### src/mrfc_pkg.sv
// Shared types, constants and the CRC-16 byte update for the Modbus response checker.
package mrfc_pkg;

  localparam int MAX_FRAME = 256;
  localparam int CNT_W = $clog2(MAX_FRAME + 1);
  localparam int CMP_W = ((CNT_W > 9) ? CNT_W : 9) + 1;

  localparam int QUEUE_DEPTH = 4;
  localparam int QPTR_W = $clog2(QUEUE_DEPTH);

  localparam logic [15:0] CRC_INIT = 16'hFFFF;
  localparam logic [15:0] CRC_POLY = 16'hA001;
  localparam logic [7:0] FUNC_READ = 8'h03;
  localparam int FUNC_EXC_BIT = 7;
  localparam int MIN_FRAME = 5;

  typedef enum logic [2:0] {
    ST_OK           = 3'd0,
    ST_SHORT        = 3'd1,
    ST_CRC_BAD      = 3'd2,
    ST_EXCEPTION    = 3'd3,
    ST_BAD_FUNC     = 3'd4,
    ST_LEN_MISMATCH = 3'd5,
    ST_ODD_COUNT    = 3'd6
  } status_t;

  typedef struct packed {
    logic [7:0] data_byte;
    logic       frame_end;
  } in_t;

  typedef struct packed {
    logic        is_status;
    logic [6:0]  reg_index;
    logic [15:0] reg_value;
    logic [7:0]  slave_addr;
    logic [7:0]  func_code;
    status_t     status;
    logic [7:0]  exc_code;
    logic        run_end;
  } out_t;

  // One accepted byte's worth of results: an optional word and an optional status.
  typedef struct packed {
    logic        word_valid;
    logic [6:0]  word_index;
    logic [15:0] word_value;
    logic        stat_valid;
    logic [7:0]  slave_addr;
    logic [7:0]  func_code;
    status_t     status;
    logic [7:0]  exc_code;
  } rec_t;

  function automatic logic [15:0] crc16_byte(input logic [15:0] crc, input logic [7:0] b);
    logic [15:0] c;
    c = crc ^ {8'h00, b};
    for (int i = 0; i < 8; i++) begin
      c = c[0] ? ((c >> 1) ^ CRC_POLY) : (c >> 1);
    end
    return c;
  endfunction

endpackage

### src/mrfc_front.sv
// Front end: frame byte tracking, CRC and classification into result records.
module mrfc_front (
  input  logic           clk,
  input  logic           rst,
  input  mrfc_pkg::in_t  item,
  input  logic           accept,
  output mrfc_pkg::rec_t rec
);

  logic [15:0]                crc_acc;
  logic [7:0]                 dly0;
  logic [7:0]                 dly1;
  logic [mrfc_pkg::CNT_W-1:0] byte_counter;
  logic [7:0]                 slave_hold;
  logic [7:0]                 func_hold;
  logic [7:0]                 count_hold;
  logic [7:0]                 high_byte_hold;

  logic [15:0]                crc_next;
  logic [7:0]                 slave_next;
  logic [7:0]                 func_next;
  logic [7:0]                 count_next;
  logic [7:0]                 high_next;
  logic [mrfc_pkg::CNT_W-1:0] counter_next;
  logic [mrfc_pkg::CNT_W-1:0] k;
  logic [mrfc_pkg::CMP_W-1:0] pos1;
  logic [15:0]                given;
  logic                       in_range;
  logic                       word_hit;
  mrfc_pkg::status_t          code;

  always_comb begin
    in_range = byte_counter < mrfc_pkg::CNT_W'(mrfc_pkg::MAX_FRAME);

    slave_next = slave_hold;
    func_next  = func_hold;
    count_next = count_hold;
    if (in_range) begin
      if (byte_counter == mrfc_pkg::CNT_W'(0)) slave_next = item.data_byte;
      else if (byte_counter == mrfc_pkg::CNT_W'(1)) func_next = item.data_byte;
      else if (byte_counter == mrfc_pkg::CNT_W'(2)) count_next = item.data_byte;
    end

    // the byte leaving the two-stage delay is payload, never the trailing CRC
    crc_next = (byte_counter >= mrfc_pkg::CNT_W'(2)) ? mrfc_pkg::crc16_byte(crc_acc, dly1)
                                                     : crc_acc;

    k = byte_counter - mrfc_pkg::CNT_W'(mrfc_pkg::MIN_FRAME);
    word_hit = in_range && (byte_counter >= mrfc_pkg::CNT_W'(mrfc_pkg::MIN_FRAME)) &&
               (func_hold == mrfc_pkg::FUNC_READ) &&
               (mrfc_pkg::CMP_W'(k) < mrfc_pkg::CMP_W'(count_hold));
    high_next = (word_hit && !k[0]) ? dly1 : high_byte_hold;

    counter_next = in_range ? byte_counter + mrfc_pkg::CNT_W'(1) : byte_counter;

    pos1  = mrfc_pkg::CMP_W'(byte_counter) + mrfc_pkg::CMP_W'(1);
    given = {item.data_byte, dly0};

    if (in_range && (pos1 < mrfc_pkg::CMP_W'(mrfc_pkg::MIN_FRAME))) begin
      code = mrfc_pkg::ST_SHORT;
    end else if (given != crc_next) begin
      code = mrfc_pkg::ST_CRC_BAD;
    end else if (func_next[mrfc_pkg::FUNC_EXC_BIT]) begin
      code = mrfc_pkg::ST_EXCEPTION;
    end else if (func_next != mrfc_pkg::FUNC_READ) begin
      code = mrfc_pkg::ST_BAD_FUNC;
    end else if (!in_range ||
                 (pos1 != mrfc_pkg::CMP_W'(count_next) + mrfc_pkg::CMP_W'(mrfc_pkg::MIN_FRAME)))
    begin
      code = mrfc_pkg::ST_LEN_MISMATCH;
    end else if (count_next[0]) begin
      code = mrfc_pkg::ST_ODD_COUNT;
    end else begin
      code = mrfc_pkg::ST_OK;
    end

    rec.word_valid = word_hit && k[0];
    rec.word_index = 7'(k >> 1);
    rec.word_value = {high_byte_hold, dly1};
    rec.stat_valid = item.frame_end;
    rec.status     = code;
    rec.slave_addr = (code == mrfc_pkg::ST_SHORT) ? 8'h00 : slave_next;
    rec.func_code  = (code == mrfc_pkg::ST_SHORT) ? 8'h00 : func_next;
    rec.exc_code   = (code == mrfc_pkg::ST_EXCEPTION) ? count_next : 8'h00;
  end

  always_ff @(posedge clk) begin
    if (rst || (accept && item.frame_end)) begin
      crc_acc        <= mrfc_pkg::CRC_INIT;
      dly0           <= 8'h00;
      dly1           <= 8'h00;
      byte_counter   <= '0;
      slave_hold     <= 8'h00;
      func_hold      <= 8'h00;
      count_hold     <= 8'h00;
      high_byte_hold <= 8'h00;
    end else if (accept) begin
      crc_acc        <= crc_next;
      dly1           <= dly0;
      dly0           <= item.data_byte;
      byte_counter   <= counter_next;
      slave_hold     <= slave_next;
      func_hold      <= func_next;
      count_hold     <= count_next;
      high_byte_hold <= high_next;
    end
  end

endmodule

### config.mk
export PLATFORM = sky130hd
export DESIGN_NAME = mrfc_front
export DESIGN_NICKNAME = d
export VERILOG_FILES = /design/src/mrfc_pkg.sv /design/src/mrfc_front.sv
export SDC_FILE = /design/constraint.sdc
export NUM_CORES = 1
export LEC_CHECK = 0
export BUFFER_PORTS_ARGS = -buffer_cell sky130_fd_sc_hd__buf_4
export CORE_MARGIN = 3
export CORE_UTILIZATION = 40
export DETAILED_ROUTE_END_ITERATION = 7
export GPL_TIMING_DRIVEN = 0
export PLACE_DENSITY = 0.69
export SLEW_MARGIN = 0
export SYNTH_ARGS = -nofsm -noshare
export SYNTH_HDL_FRONTEND = slang
export SYNTH_SLANG_ARGS = --single-unit
export TNS_END_PERCENT = 30
### constraint.sdc
create_clock -name clk -period 10.73 [get_ports clk]
set_input_delay 1.6095 -clock clk [delete_from_list [all_inputs] [get_ports clk]]
set_output_delay 1.6095 -clock clk [all_outputs]
set_load 0.005 [all_outputs]
== Word level (Yosys, flattened, before mapping) ==
Index checks and enable logic that the tools add are counted.
Word-level totals
  register bits: 73
  input port bits: 12
  output and inout port bits: 52
  word-level logic and storage cells: 75
Operators by class
  add/subtract/negate cells: 4
  order comparisons: 5
  equal/unequal tests: 8
  muxes and demuxes: 27
  bitwise logic cells: 9
  reduce and logical (&&, ||, !) cells: 14
Operator list (count)
  $mux W16: 9
  $mux W8: 12
  $not A2 Y3: 8
  $mux W3: 6
  $ne A16 B16 Y1: 1
  $xor A16 B8 Y16: 1
  $add A9 B1 Y10 const B: 1
  $lt A10 B3 Y1 const B: 1
  $ne A10 B9 Y1: 1
  $add A8 B3 Y9 const B: 1
  $add A9 B1 Y9 const B: 1
  $eq A9 B1 Y1 const B: 1
  $eq A9 B2 Y1 const B: 1
  $ge A9 B2 Y1 const B: 1
  $ge A9 B3 Y1 const B: 1
  $logic_not A9 Y1: 1
  $lt A9 B8 Y1: 1
  $lt A9 B9 Y1 const B: 1
  $sub A9 B3 Y9 const B: 1
  $eq A8 B2 Y1 const B: 1
  $ne A8 B2 Y1 const B: 1
  $logic_and A1 B1 Y1: 7
  $reduce_and A2 Y1: 2
  $eq A3 B1 Y1 const B: 1
  3 further kinds: 5

== Logic depth before layout (Yosys ltp) ==
  depth in word-level cells: 23
  mapped depth: 16
  gate-level depth less buffers: 14

== Worst setup path after synthesis ==
OpenSTA, ideal clock, no wires.
  path type: input -> output
  start point: input item[3] (netlist bit)
  end point: output rec[5] (netlist bit)
  arrival: 3.820 ns
  required time: 9.121 ns
  path slack: 5.300 ns
  stages: 10
  buffers on the path: 2
  cells stage by stage: clkbuf_1 -> inv_1 -> xnor3_1 -> a2111oi_1 -> a22oi_1 -> a21o_1 -> nor4_1 -> and4_1 -> buf_2 -> a21boi_0
RTL lines
  start, declared: line mrfc_front.sv:5  | input mrfc_pkg::in_t item,
  end, declared: line mrfc_front.sv:7  | output mrfc_pkg::rec_t rec

==> key figures <==
Outcome
  – Outcome: complete, no violations

Setup path
  – CP Data Arrival Time: around 4.9 ns
  – Startpoint types: input pin
  – Slowest CP cell: a2111oi_1
  – Worst-path fanout max: 9
  – Worst Setup Path Type: in -> out
  – Crit path cell chain: clkbuf_1 > inv_1 > xnor3_1 > a2111oi_1 > a221oi_1 > a21o_1 > nor4_1 > and4_1 > buf_2 > a21boi_0 > buf_4
  – Critical Path RT: 9.12 ns
  – Reg2Reg Depth: 15
  – Crit path largest cell delay: around 0.52 ns
  – Critical Path End Type: output port

Detailed routing
  – Starting DRT DRC Count: approximately 300
  – Vias per Instance: ~5.4
  – Total routed wirelength: about 14 mm
  – Via count: ~4,500
  – Drt first pass iters: 5
  – DR WL/cell: ~17 µm
  – # DRC: 0
  – Final ANT Viol Nets: 0

Timing
  – Hold Slack: 0.4710 ns
  – Max_slew headroom: around 43%
  – Setup violations, final: 0
  – Fin crit share: between 60% and 70%
  – Fin. max-slew vios: 0
  – Setup TNS Final: 0 ns
  – Setup ws final: around 4.2 ns
  – Worst Max-Slew Pin Slew: 0.8428 ns
  – Max Clk Rate: 0.1540 GHz
  – Final Hold Violating Endpoints: 0
  – Min cycle time layout: approximately 6.5 ns
  – Clock skew after layout: a little under 0.007 ns
  – RSZ-0062 raised after global routing: no

Floorplan
  – Starting Density: 42.00%
  – Die H: ~120 µm
  – Core footprint: roughly 12,000 µm²
  – Die ar.: about 14,000 µm²
  – Die Span X: between 100 and 150 µm
  – Io pins: between 60 and 70
  – # rows: 39

Synthesis
  – Area contributors post-synth: dfxtp_1 (30%), mux2i_1 (13%), xnor2_1 (5.7%)
  – Yosys cell types: 63
  – Post-synth EDFFs: 0
  – Most frequent cell after synthesis: dfxtp_1
  – Post-synthesis net count: 613
  – Top post-synthesis cells by count: dfxtp_1 (73), nor2_1 (71), mux2i_1 (63)
  – Top-area cell type share of the netlist area: 29.58%
  – Yosys warns: 0
  – Syn Inst Count: between 500 and 600
  – Leading area contributor after synthesis: dfxtp_1
  – Ys async rst share: 0%
  – Synthesized flop and latch total: 73
  – Mapped Avg Cell Area: ~8.4 µm²
  – Post-Syn Area: 4940 µm²
  – Ys flop type: dfxtp_1
  – Seq/Total Area, Yosys: between 20 and 30%

Global route
  – Global route total overflow: 0
  – Largest net degree at the start of global routing: 12
  – GR Util All Layers: between 20% and 30%
  – Vias in the first global route: 4,395
  – Initial antenna violation count: 0
  – Global-route wire length before repair: around 23 mm

Power and ir drop
  – Leakage power: between 2 and 2.5 nW
  – Max IR drop VDD: between 0.00007 and 0.00008 V
  – Pwr Total: between 0.6 and 0.7 mW
  – Pwr/cell area: approximately 110 nW/µm²

Clocking
  – Clk sinks: 73
  – CTS resizes: 0
  – Reg clk slew, reported paths: ~0.060 ns
  – Clock buffer depth: 2
  – # H-tree levels: 3
  – Clk root buf: clkbuf_16
  – CTS tree: built
  – Total CTS buffers: 9
  – Worst-skew pair later-pin latency: approximately 0.34 ns
  – Cts hold-fix bufs: 0
  – Postcts setup bufs: 0

Final layout
  – Final net count: around 680
  – Layout cell share with drive strength beyond 1: between 10% and 20%
  – N_diodes: 0
  – Synth-to-Final Area Change: 18.59%
  – Fillcell total: 1,126
  – Design area: about 6000 µm²

Placed design
  – Setup WS pre-CTS: 4.355 ns
  – DP Area: 5580 µm²
  – # port buffers: 58
  – Placer Congestion: 0.9242
  – Post-DP HPWL: approximately 11 mm

Min path
  – Hold crit path type: reg -> reg
  – Hold path cells: 2

Run
  – Maxcap violations: 0
## layout by cell type, fill, tap and decap left out, types with 4 or more instances in the layout
| cell type | instances |
|---|---|
| nand2_1 | 56 |
| clkbuf_1 | 27 |
| nor3_1 | 12 |
| dfxtp_1 | 73 |
| buf_1 | 5 |
| a211oi_1 | 4 |
| buf_4 | 68 |
| xnor2_1 | 32 |
| xnor3_1 | 5 |
| nor2b_1 | 6 |
| ha_1 | 12 |
| and3_1 | 4 |
| buf_2 | 8 |
| nand4_1 | 8 |
| inv_1 | 23 |
| a21oi_1 | 27 |
| o211ai_1 | 15 |
| nor4_1 | 4 |
| xor2_1 | 22 |
| clkbuf_16 | 9 |
| or3_1 | 6 |
| nor2_1 | 71 |
| a21o_1 | 4 |
| o2111ai_1 | 5 |
| mux2i_1 | 63 |
| nand3_1 | 26 |
| o21ai_0 | 13 |
| and2_1 | 4 |
## state kept, by name (all words and copies together), names as in the netlist
register,count
dly1,8
count_hold,8
slave_hold,8
dly0,8
high_byte_hold,8
func_hold,8
crc_acc,16
byte_counter,9
## critical path: cells and delay by family
kind            cells  cell delay, ns
compound gates      4            1.08
xor+xnor            1            0.43
simple gates        2            0.75
buf+inv             4            1.02
## stage by stage
stage	instances	utilization, %
finish	826	49.81
global placement	811	47.45
global route	826	49.81
CTS	826	49.81
detailed placement	811	47.45
floorplan	589	-
## report_power, final
| part | leakage, nW | switching (mW) | internal, mW | total (mW) |
|---|---|---|---|---|
| logic | 1.75 | 0.0581 | 0.0395 | 0.0977 |
| clock network | 0.139 | 0.114 | 0.178 | 0.292 |
| registers | 0.592 | 0.00623 | 0.278 | 0.284 |
## kinds of logic after synthesis
group                    share of synthesized area (%)
AND/OR/NAND/NOR                                  21.20
AO/OA/AOI/OAI                                    12.61
buffers and inverters                            6.814
flip-flops                                       29.58
multiplexers                                     13.27
XOR/XNOR                                         13.48
adder cells (fa/ha/maj)                          3.039
## path summary, 6_finish.rpt
path,slack (ns),end,from
setup / recovery,4.24,rec[5],item[3]
hold / removal,0.47,func_hold[3]$_SDFFE_PP0P_,func_hold[3]$_SDFFE_PP0P_
setup reg to reg,7.15,high_byte_hold[2]$_SDFFE_PP0P_,byte_counter[0]$_SDFFE_PP0P_
hold reg to reg,0.47,func_hold[3]$_SDFFE_PP0P_,func_hold[3]$_SDFFE_PP0P_
## per-layer routing
| layer | vias to the layer above | wire length [µm] | share of wire, % | track usage, % |
|---|---|---|---|---|
| met4 | 0 | 281 | 1.9 | 6.881 |
| met2 | 145 | 6884 | 48 | 36.25 |
| met3 | 22 | 738 | 5.1 | 3.753 |
| met5 | - | 0 | 0 | 0 |
| li1 | 2183 | - | - | - |
| met1 | 2112 | 6506 | 45 | 28.34 |
## layout make-up
| class | instances | area, µm² | area share (%) |
|---|---|---|---|
| Multi-Input combinational cell | 443 | 3142 | 53.63 |
| Sequential cell | 73 | 1461 | 24.95 |
| Timing Repair Buffer | 58 | 435.4 | 7.433 |
| Buffer | 50 | 250.2 | 4.272 |
| Clock buffer | 11 | 232.7 | 3.973 |
| Tap cell | 164 | 205.2 | 3.503 |
| Inverter | 23 | 86.33 | 1.474 |
| Clock inverter | 4 | 45.04 | 0.7689 |
Note: power is estimated with default switching activity, not from simulation.
